$ cat src/rtl/sysex_seven_bit_block_codec_defines.svh
// ----------------------------------------------------------------------------
// sysex seven-bit block codec assertion macros
// concurrent assertion helpers, empty when synthesizing
// ----------------------------------------------------------------------------
`ifndef SYSEX_SEVEN_BIT_BLOCK_CODEC_DEFINES_SVH
`define SYSEX_SEVEN_BIT_BLOCK_CODEC_DEFINES_SVH

`ifndef SYNTHESIS
// same-cycle implication, sampled on clk, off during reset
`define SYSEX7_ASSERT_SAME(lbl, ante, cons) \
    lbl: assert property (@(posedge clk) disable iff (!rst_n) (ante) |-> (cons)) \
        else $error("assertion failed");
// next-cycle implication, sampled on clk, off during reset
`define SYSEX7_ASSERT_NEXT(lbl, ante, cons) \
    lbl: assert property (@(posedge clk) disable iff (!rst_n) (ante) |=> (cons)) \
        else $error("assertion failed");
`else
`define SYSEX7_ASSERT_SAME(lbl, ante, cons)
`define SYSEX7_ASSERT_NEXT(lbl, ante, cons)
`endif

`endif

$ cat src/rtl/sysex7_pkg.sv
// ----------------------------------------------------------------------------
// sysex7_pkg
// shared constants and types of the seven-bit block codec
// ----------------------------------------------------------------------------
package sysex7_pkg;

    localparam int BLOCK_DATA = 7;
    localparam logic [2:0] LAST_DATA_IDX = 3'(BLOCK_DATA - 1);
    localparam logic [2:0] BLOCK_DATA_POS = 3'(BLOCK_DATA);

    localparam logic DIR_ENCODE = 1'b0;
    localparam logic DIR_DECODE = 1'b1;

    // low seven bits of the held block bytes
    typedef logic [BLOCK_DATA-1:0][6:0] held_t;

    // one burst of result items
    typedef struct packed {
        logic       decode;
        logic [6:0] first_byte;
        logic [6:0] high_bits;
        logic       close;
        logic [2:0] last_idx;
        logic       stream_end;
    } job_t;

endpackage

$ cat src/rtl/sysex7_if.sv
// ----------------------------------------------------------------------------
// sysex7 channel interfaces
// input item, result item and direction write channels
// ----------------------------------------------------------------------------
interface sysex7_byte_if;
    logic       valid;
    logic       ready;
    logic [7:0] data_byte;
    logic       last_byte;

    modport source (output valid, output data_byte, output last_byte, input ready);
    modport sink (input valid, input data_byte, input last_byte, output ready);
endinterface

interface sysex7_result_if;
    logic       valid;
    logic       ready;
    logic [7:0] out_byte;
    logic       block_end;
    logic       stream_end;

    modport source (output valid, output out_byte, output block_end, output stream_end,
                    input ready);
    modport sink (input valid, input out_byte, input block_end, input stream_end,
                  output ready);
endinterface

interface sysex7_cfg_if;
    logic valid;
    logic ready;
    logic direction;

    modport source (output valid, output direction, input ready);
    modport sink (input valid, input direction, output ready);
endinterface

$ cat src/rtl/sysex7_burst.sv
// ----------------------------------------------------------------------------
// sysex7_burst
// holds one burst descriptor and emits its result items one per cycle while result.ready is high
// ----------------------------------------------------------------------------
module sysex7_burst (
    input  logic                 clk,
    input  logic                 rst_n,
    input  logic                 load,
    input  sysex7_pkg::job_t     job,
    input  sysex7_pkg::held_t    held,
    output logic                 free,
    sysex7_result_if.source      result
);

    logic             busy_reg;
    logic             busy_next;
    logic [2:0]       idx_reg;
    logic [2:0]       idx_next;
    sysex7_pkg::job_t job_reg;
    sysex7_pkg::job_t job_next;
    logic             at_end;
    logic             finishing;

    assign at_end    = (idx_reg == job_reg.last_idx);
    assign finishing = busy_reg && result.ready && at_end;
    assign free      = !busy_reg || finishing;

    always_comb
    begin
        busy_next = busy_reg;
        idx_next  = idx_reg;
        job_next  = job_reg;
        if (load)
        begin
            busy_next = 1'b1;
            idx_next  = 3'd0;
            job_next  = job;
        end
        else if (finishing)
        begin
            busy_next = 1'b0;
        end
        else if (busy_reg && result.ready)
        begin
            idx_next = idx_reg + 3'd1;
        end
    end

    always_ff @(posedge clk or negedge rst_n)
    begin
        if (!rst_n)
        begin
            busy_reg <= 1'b0;
            idx_reg  <= 3'd0;
        end
        else
        begin
            busy_reg <= busy_next;
            idx_reg  <= idx_next;
        end
    end

    always_ff @(posedge clk)
    begin
        job_reg <= job_next;
    end

    always_comb
    begin
        result.valid      = busy_reg;
        result.stream_end = job_reg.stream_end;
        result.block_end  = job_reg.close && at_end;
        if (job_reg.decode)
        begin
            result.out_byte = {job_reg.high_bits[idx_reg], held[idx_reg]};
        end
        else if (idx_reg == 3'd0)
        begin
            result.out_byte = {1'b0, job_reg.first_byte};
        end
        else if (at_end)
        begin
            result.out_byte = {1'b0, job_reg.high_bits};
        end
        else
        begin
            result.out_byte = 8'd0;
        end
    end

endmodule

$ cat src/rtl/sysex_seven_bit_block_codec.sv
// ----------------------------------------------------------------------------
// sysex_seven_bit_block_codec
// converts a byte stream to and from 8-byte blocks with bit 7 clear
// ----------------------------------------------------------------------------
// an accepted item passes the input register and then the burst register before its first result
// throughput: 1 item per cycle while each item yields at most one result and result.ready is high;
//   a burst of n results holds the result stage until all n are taken (up to 8 when
//   encoding a closing byte, 7 when decoding the high-bit byte)
// the burst emitter, one result per cycle while result.ready is high, sets the sustained rate
// reset: rst_n asynchronous active low, clears direction, position, high bits
//   and all valid flags; held bytes are not cleared
// ----------------------------------------------------------------------------
`include "sysex_seven_bit_block_codec_defines.svh"

module sysex_seven_bit_block_codec (
    input  logic            clk,
    input  logic            rst_n,
    sysex7_byte_if.sink     item,
    sysex7_result_if.source result,
    sysex7_cfg_if.sink      cfg
);

    // direction register and block tracking state
    logic              direction_reg;
    logic              direction_next;
    logic [2:0]        position_reg;
    logic [2:0]        position_next;
    logic [6:0]        high_bits_reg;
    logic [6:0]        high_bits_next;
    sysex7_pkg::held_t held_reg;
    sysex7_pkg::held_t held_next;

    // input register: parts the item channel from the burst emitter
    logic              pend_valid_reg;
    logic [7:0]        pend_byte_reg;
    logic              pend_last_reg;

    logic              burst_free;
    logic              move;
    logic              load;
    sysex7_pkg::job_t  job;

    // encode helpers
    logic [2:0]        enc_pos;
    logic [2:0]        enc_pos_inc;
    logic [6:0]        enc_high;
    logic              enc_close;

    // pending item goes into the emitter when it is idle or draining its last result
    assign move       = pend_valid_reg && burst_free;
    assign item.ready = !pend_valid_reg || move;
    assign cfg.ready  = 1'b1;

    always_ff @(posedge clk or negedge rst_n)
    begin
        if (!rst_n)
        begin
            pend_valid_reg <= 1'b0;
        end
        else if (item.valid && item.ready)
        begin
            pend_valid_reg <= 1'b1;
        end
        else if (move)
        begin
            pend_valid_reg <= 1'b0;
        end
    end

    always_ff @(posedge clk)
    begin
        if (item.valid && item.ready)
        begin
            pend_byte_reg <= item.data_byte;
            pend_last_reg <= item.last_byte;
        end
    end

    // encode: current slot, bit 7 collected into the high-bit byte
    assign enc_pos     = (position_reg >= sysex7_pkg::BLOCK_DATA_POS) ? 3'd0 : position_reg;
    assign enc_high    = high_bits_reg | (7'(pend_byte_reg[7]) << enc_pos);
    assign enc_pos_inc = enc_pos + 3'd1;
    assign enc_close   = (enc_pos_inc == sysex7_pkg::BLOCK_DATA_POS) || pend_last_reg;

    always_comb
    begin
        direction_next = direction_reg;
        position_next  = position_reg;
        high_bits_next = high_bits_reg;
        held_next      = held_reg;
        load           = 1'b0;
        job            = '0;
        job.stream_end = pend_last_reg;

        if (cfg.valid && cfg.ready)
        begin
            // a direction write abandons any block in progress
            direction_next = cfg.direction;
            position_next  = 3'd0;
            high_bits_next = 7'd0;
        end
        else if (move)
        begin
            if (direction_reg == sysex7_pkg::DIR_ENCODE)
            begin
                // data byte, then zero pads and high-bit byte when the block closes
                load           = 1'b1;
                job.decode     = 1'b0;
                job.first_byte = pend_byte_reg[6:0];
                job.high_bits  = enc_high;
                job.close      = enc_close;
                job.last_idx   = enc_close ? 3'(4'd8 - {1'b0, enc_pos_inc}) : 3'd0;
                position_next  = enc_close ? 3'd0 : enc_pos_inc;
                high_bits_next = enc_close ? 7'd0 : enc_high;
            end
            else if (position_reg < sysex7_pkg::BLOCK_DATA_POS)
            begin
                // hold a data byte; a final byte here drops the partial block
                held_next[position_reg] = pend_byte_reg[6:0];
                position_next = pend_last_reg ? 3'd0 : (position_reg + 3'd1);
            end
            else
            begin
                // high-bit byte releases the seven restored bytes
                load          = 1'b1;
                job.decode    = 1'b1;
                job.high_bits = pend_byte_reg[6:0];
                job.close     = 1'b1;
                job.last_idx  = sysex7_pkg::LAST_DATA_IDX;
                position_next = 3'd0;
            end
        end
    end

    always_ff @(posedge clk or negedge rst_n)
    begin
        if (!rst_n)
        begin
            direction_reg <= sysex7_pkg::DIR_ENCODE;
            position_reg  <= 3'd0;
            high_bits_reg <= 7'd0;
        end
        else
        begin
            direction_reg <= direction_next;
            position_reg  <= position_next;
            high_bits_reg <= high_bits_next;
        end
    end

    // held bytes are only read after being written within the same block
    always_ff @(posedge clk)
    begin
        held_reg <= held_next;
    end

    sysex7_burst u_burst (
        .clk    (clk),
        .rst_n  (rst_n),
        .load   (load),
        .job    (job),
        .held   (held_reg),
        .free   (burst_free),
        .result (result)
    );

    // encoded bytes never carry bit 7
    `SYSEX7_ASSERT_SAME(a_enc_seven_bit,
        result.valid && (direction_reg == sysex7_pkg::DIR_ENCODE),
        !result.out_byte[7])
    // every encoded item produces at least one result
    `SYSEX7_ASSERT_NEXT(a_enc_yields,
        move && (direction_reg == sysex7_pkg::DIR_ENCODE) && !cfg.valid,
        result.valid)
    // encode position always stays inside the block
    `SYSEX7_ASSERT_SAME(a_enc_position,
        direction_reg == sysex7_pkg::DIR_ENCODE,
        position_reg < sysex7_pkg::BLOCK_DATA_POS)

endmodule
$ cat src/flat_wrapper.sv
// flat-port wrapper written by rule: the top's interface ports become plain ports
module sysex_seven_bit_block_codec_flat 
  (clk, rst_n, item_valid, item_data_byte, item_last_byte, item_ready, result_valid, result_out_byte, result_block_end, result_stream_end, result_ready, cfg_valid, cfg_direction, cfg_ready);
  sysex7_byte_if item_i ();
  sysex7_result_if result_i ();
  sysex7_cfg_if cfg_i ();
  input  logic clk;
  input  logic rst_n;
  input wire logic [$bits(item_i.valid)-1:0] item_valid;
  input wire logic [$bits(item_i.data_byte)-1:0] item_data_byte;
  input wire logic [$bits(item_i.last_byte)-1:0] item_last_byte;
  output wire logic [$bits(item_i.ready)-1:0] item_ready;
  output wire logic [$bits(result_i.valid)-1:0] result_valid;
  output wire logic [$bits(result_i.out_byte)-1:0] result_out_byte;
  output wire logic [$bits(result_i.block_end)-1:0] result_block_end;
  output wire logic [$bits(result_i.stream_end)-1:0] result_stream_end;
  input wire logic [$bits(result_i.ready)-1:0] result_ready;
  input wire logic [$bits(cfg_i.valid)-1:0] cfg_valid;
  input wire logic [$bits(cfg_i.direction)-1:0] cfg_direction;
  output wire logic [$bits(cfg_i.ready)-1:0] cfg_ready;
  assign item_i.valid = item_valid;
  assign item_i.data_byte = item_data_byte;
  assign item_i.last_byte = item_last_byte;
  assign item_ready = item_i.ready;
  assign result_valid = result_i.valid;
  assign result_out_byte = result_i.out_byte;
  assign result_block_end = result_i.block_end;
  assign result_stream_end = result_i.stream_end;
  assign result_i.ready = result_ready;
  assign cfg_i.valid = cfg_valid;
  assign cfg_i.direction = cfg_direction;
  assign cfg_ready = cfg_i.ready;
  sysex_seven_bit_block_codec u_core (.clk(clk), .rst_n(rst_n), .item(item_i), .result(result_i), .cfg(cfg_i));
endmodule
$ cat config.mk
export PLATFORM = sky130hd
export DESIGN_NAME = sysex_seven_bit_block_codec_flat
export DESIGN_NICKNAME = d
export VERILOG_FILES = /design/src/rtl/sysex7_pkg.sv /design/src/rtl/sysex7_if.sv /design/src/rtl/sysex7_burst.sv /design/src/rtl/sysex_seven_bit_block_codec.sv /design/src/flat_wrapper.sv
export VERILOG_INCLUDE_DIRS = /design/src /design/src/rtl
export SDC_FILE = /design/constraint.sdc
export NUM_CORES = 1
export LEC_CHECK = 0
export ABC_CLOCK_PERIOD_IN_PS = 6900
export BUFFER_PORTS_ARGS = -buffer_cell sky130_fd_sc_hd__buf_4
export CAP_MARGIN = 0
export CORE_MARGIN = 10
export CORE_UTILIZATION = 60
export DETAILED_ROUTE_END_ITERATION = 6
export PLACE_DENSITY_LB_ADDON = 0.3
export RECOVER_POWER = 50
export SYNTH_ARGS = -nofsm -noshare
export SYNTH_HDL_FRONTEND = slang
export SYNTH_HIERARCHICAL = 1
export SYNTH_SLANG_ARGS = --single-unit
export TNS_END_PERCENT = 30
$ cat constraint.sdc
create_clock -name clk -period 6.9 [get_ports clk]
set_input_delay 1.035 -clock clk [delete_from_list [all_inputs] [get_ports clk]]
set_output_delay 1.035 -clock clk [all_outputs]
set_load 0.05 [all_outputs]
==> results_tabular.tex <==
\begin{tabular}{lr}
\hline
Metric & Value \\
\hline
\multicolumn{2}{l}{\textbf{Run status}} \\
Run status & complete, no violations \\
\multicolumn{2}{l}{\textbf{Die}} \\
Full die area & between 10000 and 15000 µm² \\
Initial Util & 62.59\% \\
Die Y & 104.9 µm \\
Die Span X & between 100 and 150 µm \\
Boundary pin count & 28 \\
Core ar. & about 6900 µm² \\
Standard-cell rows & 30 \\
\multicolumn{2}{l}{\textbf{Cells and area}} \\
Ant diodes & 0 \\
Final net count & 361 \\
Area Growth Syn to Fin & 9.146\% \\
Area of combinational cells with multiple inputs & $\sim$1400 µm² \\
Max reg flops & 49 \\
Share of cells above drive strength 1 & 15.61\% \\
Layout fillers & 522 \\
Final instance count without filler cells & 442 \\
Area taken by flip-flops and latches & approximately 2700 µm² \\
Core occupancy in the finished layout & between 60\% and 70\% \\
\multicolumn{2}{l}{\textbf{Synth}} \\
Area contributors post-synth & sky130\_fd\_sc\_hd\_\_edfxtp\_1, sky130\_fd\_sc\_hd\_\_dfrtp\_1, sky130\_fd\_sc\_hd\_\_mux2i\_1, sky130\_fd\_sc\_hd\_\_a22oi\_1, sky130\_fd\_sc\_hd\_\_nand2\_1 \\
Post-synth EDFFs & 78 \\
Per-instance average area after synthesis & 13.55 µm² \\
Synth warn & 6 \\
Fraction of post-synthesis cell area in the top cell type by area & 54.18\% \\
Primary flip-flop cell chosen by synthesis mapping & sky130\_fd\_sc\_hd\_\_edfxtp\_1 \\
Part of the Yosys area used for sequential elements & 63.44\% \\
Yosys reg bits & 94 \\
Post-Syn Nets & about 340 \\
Area of the mapped netlist & between 4000 and 5000 µm² \\
Most instantiated cells after synthesis & sky130\_fd\_sc\_hd\_\_edfxtp\_1, sky130\_fd\_sc\_hd\_\_mux2i\_1, sky130\_fd\_sc\_hd\_\_nand2\_1 \\
Cell taking the most area after synthesis & sky130\_fd\_sc\_hd\_\_edfxtp\_1 \\
Cell count after synthesis & 319 \\
Most repeated cell in the gate-level netlist after synthesis & sky130\_fd\_sc\_hd\_\_edfxtp\_1 \\
Post-synth ARST share & 17.02\% \\
Count of cell types in the netlist & 62 \\
\multicolumn{2}{l}{\textbf{CTS}} \\
Clock transition time at the flip-flop clock pins of the worst setup and hold paths & 100 ps \\
Clock sink count & 94 \\
Number of gates resized after cts & 0 \\
H-tree level count & 3 \\
Number of buffers added by the clock tree synthesis step & 9 \\
TritonCTS clock tree & built \\
Hold-fix buffer count after cts & 0 \\
Clk buf depth & 2 \\
Root buf cell & sky130\_fd\_sc\_hd\_\_clkbuf\_8 \\
Clock latency at the later pin of the worst-skew pair & 360 ps \\
Number of setup buffers added after CTS & 0 \\
\multicolumn{2}{l}{\textbf{STA}} \\
Minimum period implied by the final worst setup slack & around 3600 ps \\
Post-route setup TNS & 0 ps \\
Final count of hold timing violations & 0 \\
RSZ-0062 raised after global routing & no \\
Worst max-slew margin expressed relative to the limit & 17.37\% \\
Smallest hold slack & 501.2 ps \\
Share of the clock period used by the worst path after layout & 52.86\% \\
Final slew viol count & 0 \\
Upper clock frequency limit & approximately 270 MHz \\
Slew of the pin with the lowest slew margin & 1239 ps \\
Post-route worst setup slack & about 3300 ps \\
Finish-stage setup viols & 0 \\
Worst setup skew after layout & 6.319 ps \\
\multicolumn{2}{l}{\textbf{Min path}} \\
Hold Crit Depth & 1 \\
Class of the most critical hold timing path & reg -> reg \\
\multicolumn{2}{l}{\textbf{Worst setup path}} \\
Capturing element type of the critical path & output pin \\
Type of element launching the critical path & flop \\
Startpoint-to-endpoint class of the critical path & reg -> out \\
Worst Path Max Fanout & 22 \\
Arrival time of data at the critical path endpoint & $\sim$2600 ps \\
Depth of the worst register-to-register path & 7 \\
Worst path required time & 5860 ps \\
\multicolumn{2}{l}{\textbf{Detailed routing}} \\
Final wirelength & 8678 µm \\
Iter 0 DRT Violations & 179 \\
Mean routed wirelength per cell & 19.63 µm \\
Post-detailed-route DRC marker count & 0 \\
TritonRoute pass-1 iters & 5 \\
Via/cell ratio & about 6.2 \\
Routed vias & 2728 \\
Antenna Nets Post-Route & 0 \\
\multicolumn{2}{l}{\textbf{Place}} \\
Post-detail-place hpwl & 5952 µm \\
Worst setup slack before clock tree synthesis & 3516 ps \\
Placer's final routability congestion estimate & 0.8716 \\
Total of buffers placed on input and output ports & 26 \\
Count of placed standard cells including taps & 426 \\
\multicolumn{2}{l}{\textbf{GRT}} \\
Pin count of the biggest net entering global routing & 36 \\
Initial antenna violation count & 0 \\
GRT Util Overall & 15.98\% \\
Total global routing overflow & 0 \\
Via count of the first global-routing pass & 2728 \\
Wire length of the first global-routing pass & 14060 µm \\
\multicolumn{2}{l}{\textbf{Power and ir drop}} \\
Leakage power summed over all cells & 0.001657 µW \\
Power per unit of standard cell area & 364.6 nW/µm² \\
Peak supply drop & 186.0 µV \\
\multicolumn{2}{l}{\textbf{Job}} \\
Maximum capacitance violations & 0 \\
\hline
\end{tabular}
cells in the final DEF (no fill, tap or decap), types with 3 or more instances in the layout:
master                       count
sky130_fd_sc_hd__a22oi_1        14
sky130_fd_sc_hd__clkbuf_4        9
sky130_fd_sc_hd__buf_4          15
sky130_fd_sc_hd__and2_1          5
sky130_fd_sc_hd__ha_1            5
sky130_fd_sc_hd__nand3b_1        9
sky130_fd_sc_hd__clkinvlp_4      3
sky130_fd_sc_hd__o211ai_1        8
sky130_fd_sc_hd__inv_1           5
sky130_fd_sc_hd__nor4_1          4
sky130_fd_sc_hd__nand2b_1        6
sky130_fd_sc_hd__nand2_1        19
sky130_fd_sc_hd__edfxtp_1       78
sky130_fd_sc_hd__clkbuf_8        9
sky130_fd_sc_hd__o21ai_0         8
sky130_fd_sc_hd__a21oi_1         7
sky130_fd_sc_hd__dfrtp_1        16
sky130_fd_sc_hd__mux2i_1        23
sky130_fd_sc_hd__nand3_1        13
sky130_fd_sc_hd__o21ai_1         7
sky130_fd_sc_hd__o21a_1          6
sky130_fd_sc_hd__a31oi_1         3
sky130_fd_sc_hd__nor2_1         17
sky130_fd_sc_hd__clkbuf_1        3
sky130_fd_sc_hd__nor3_1          7
sky130_fd_sc_hd__xnor2_1         3
where the power goes:
group          leakage [µW]  internal [µW]  switching [µW]
Clock             0.0000883            139             207
Combinational      0.000646            210             388
Sequential         0.000923            684            91.2
Total               0.00166           1030             687
worst max-delay path: stages, from the launching register on:
cell                       delay (ps)
sky130_fd_sc_hd__dfrtp_1          720
sky130_fd_sc_hd__xnor2_1          620
sky130_fd_sc_hd__o2111a_2         390
sky130_fd_sc_hd__a22oi_1          120
sky130_fd_sc_hd__o21ai_1          170
sky130_fd_sc_hd__buf_4            220
stage by stage:
step | total power, µW | area [µm²]
after floorplan | 1231 | 4323
after global placement | 1375 | 4548
after detailed placement | 1395 | 4548
after CTS | 1736 | 4742
after global routing | 1811 | 4718
final | 1720 | 4718
layout make-up:
type | instances | area share (%)
clock buffer | 9 | 2.625
clock inverter | 7 | 1.485
inverter | 8 | 0.6364
multi-input combinational | 201 | 30.52
sequential | 94 | 58.13
tap | 96 | 2.546
timing repair buffer | 27 | 4.057
cells by family (layout without fill, tap and decap cells):
logic type / after synthesis / after routing / share of synthesized area [%]
simple gates: 93 / 93 / 11.64
fa+ha+maj: 5 / 5 / 1.447
xor+xnor: 5 / 5 / 1.795
other cells: 1 / 1 / 0.08675
buf+inv: 24 / 51 / 3.039
compound gates: 73 / 73 / 12.71
flops: 94 / 94 / 63.44
mux: 24 / 24 / 5.847
routing by layer:
layer	routed length (µm)	global-route usage, %	vias up
met3	480	3.317	12
li1	-	-	1266
met4	152	6.275	0
met1	3774	21.27	1334
met5	0	0	-
met2	4272	25.04	116
path summary, 6_finish.rpt:
kind	endpoint	slack, ps	startpoint
min in group asynchronous	u_core/position_reg[2]	800	rst_n
worst min register to register	u_core/high_bits_reg[4]	500	u_core/high_bits_reg[4]
max in group asynchronous	u_core/high_bits_reg[6]	5510	rst_n
worst max register to register	u_core/u_burst/job_reg[3]	3380	u_core/u_burst/idx_reg[1]
worst min-delay path	u_core/high_bits_reg[4]	500	u_core/high_bits_reg[4]
worst max-delay path	result_out_byte[2]	3250	u_core/u_burst/idx_reg[1]
Power figures use the tool's default switching activity.
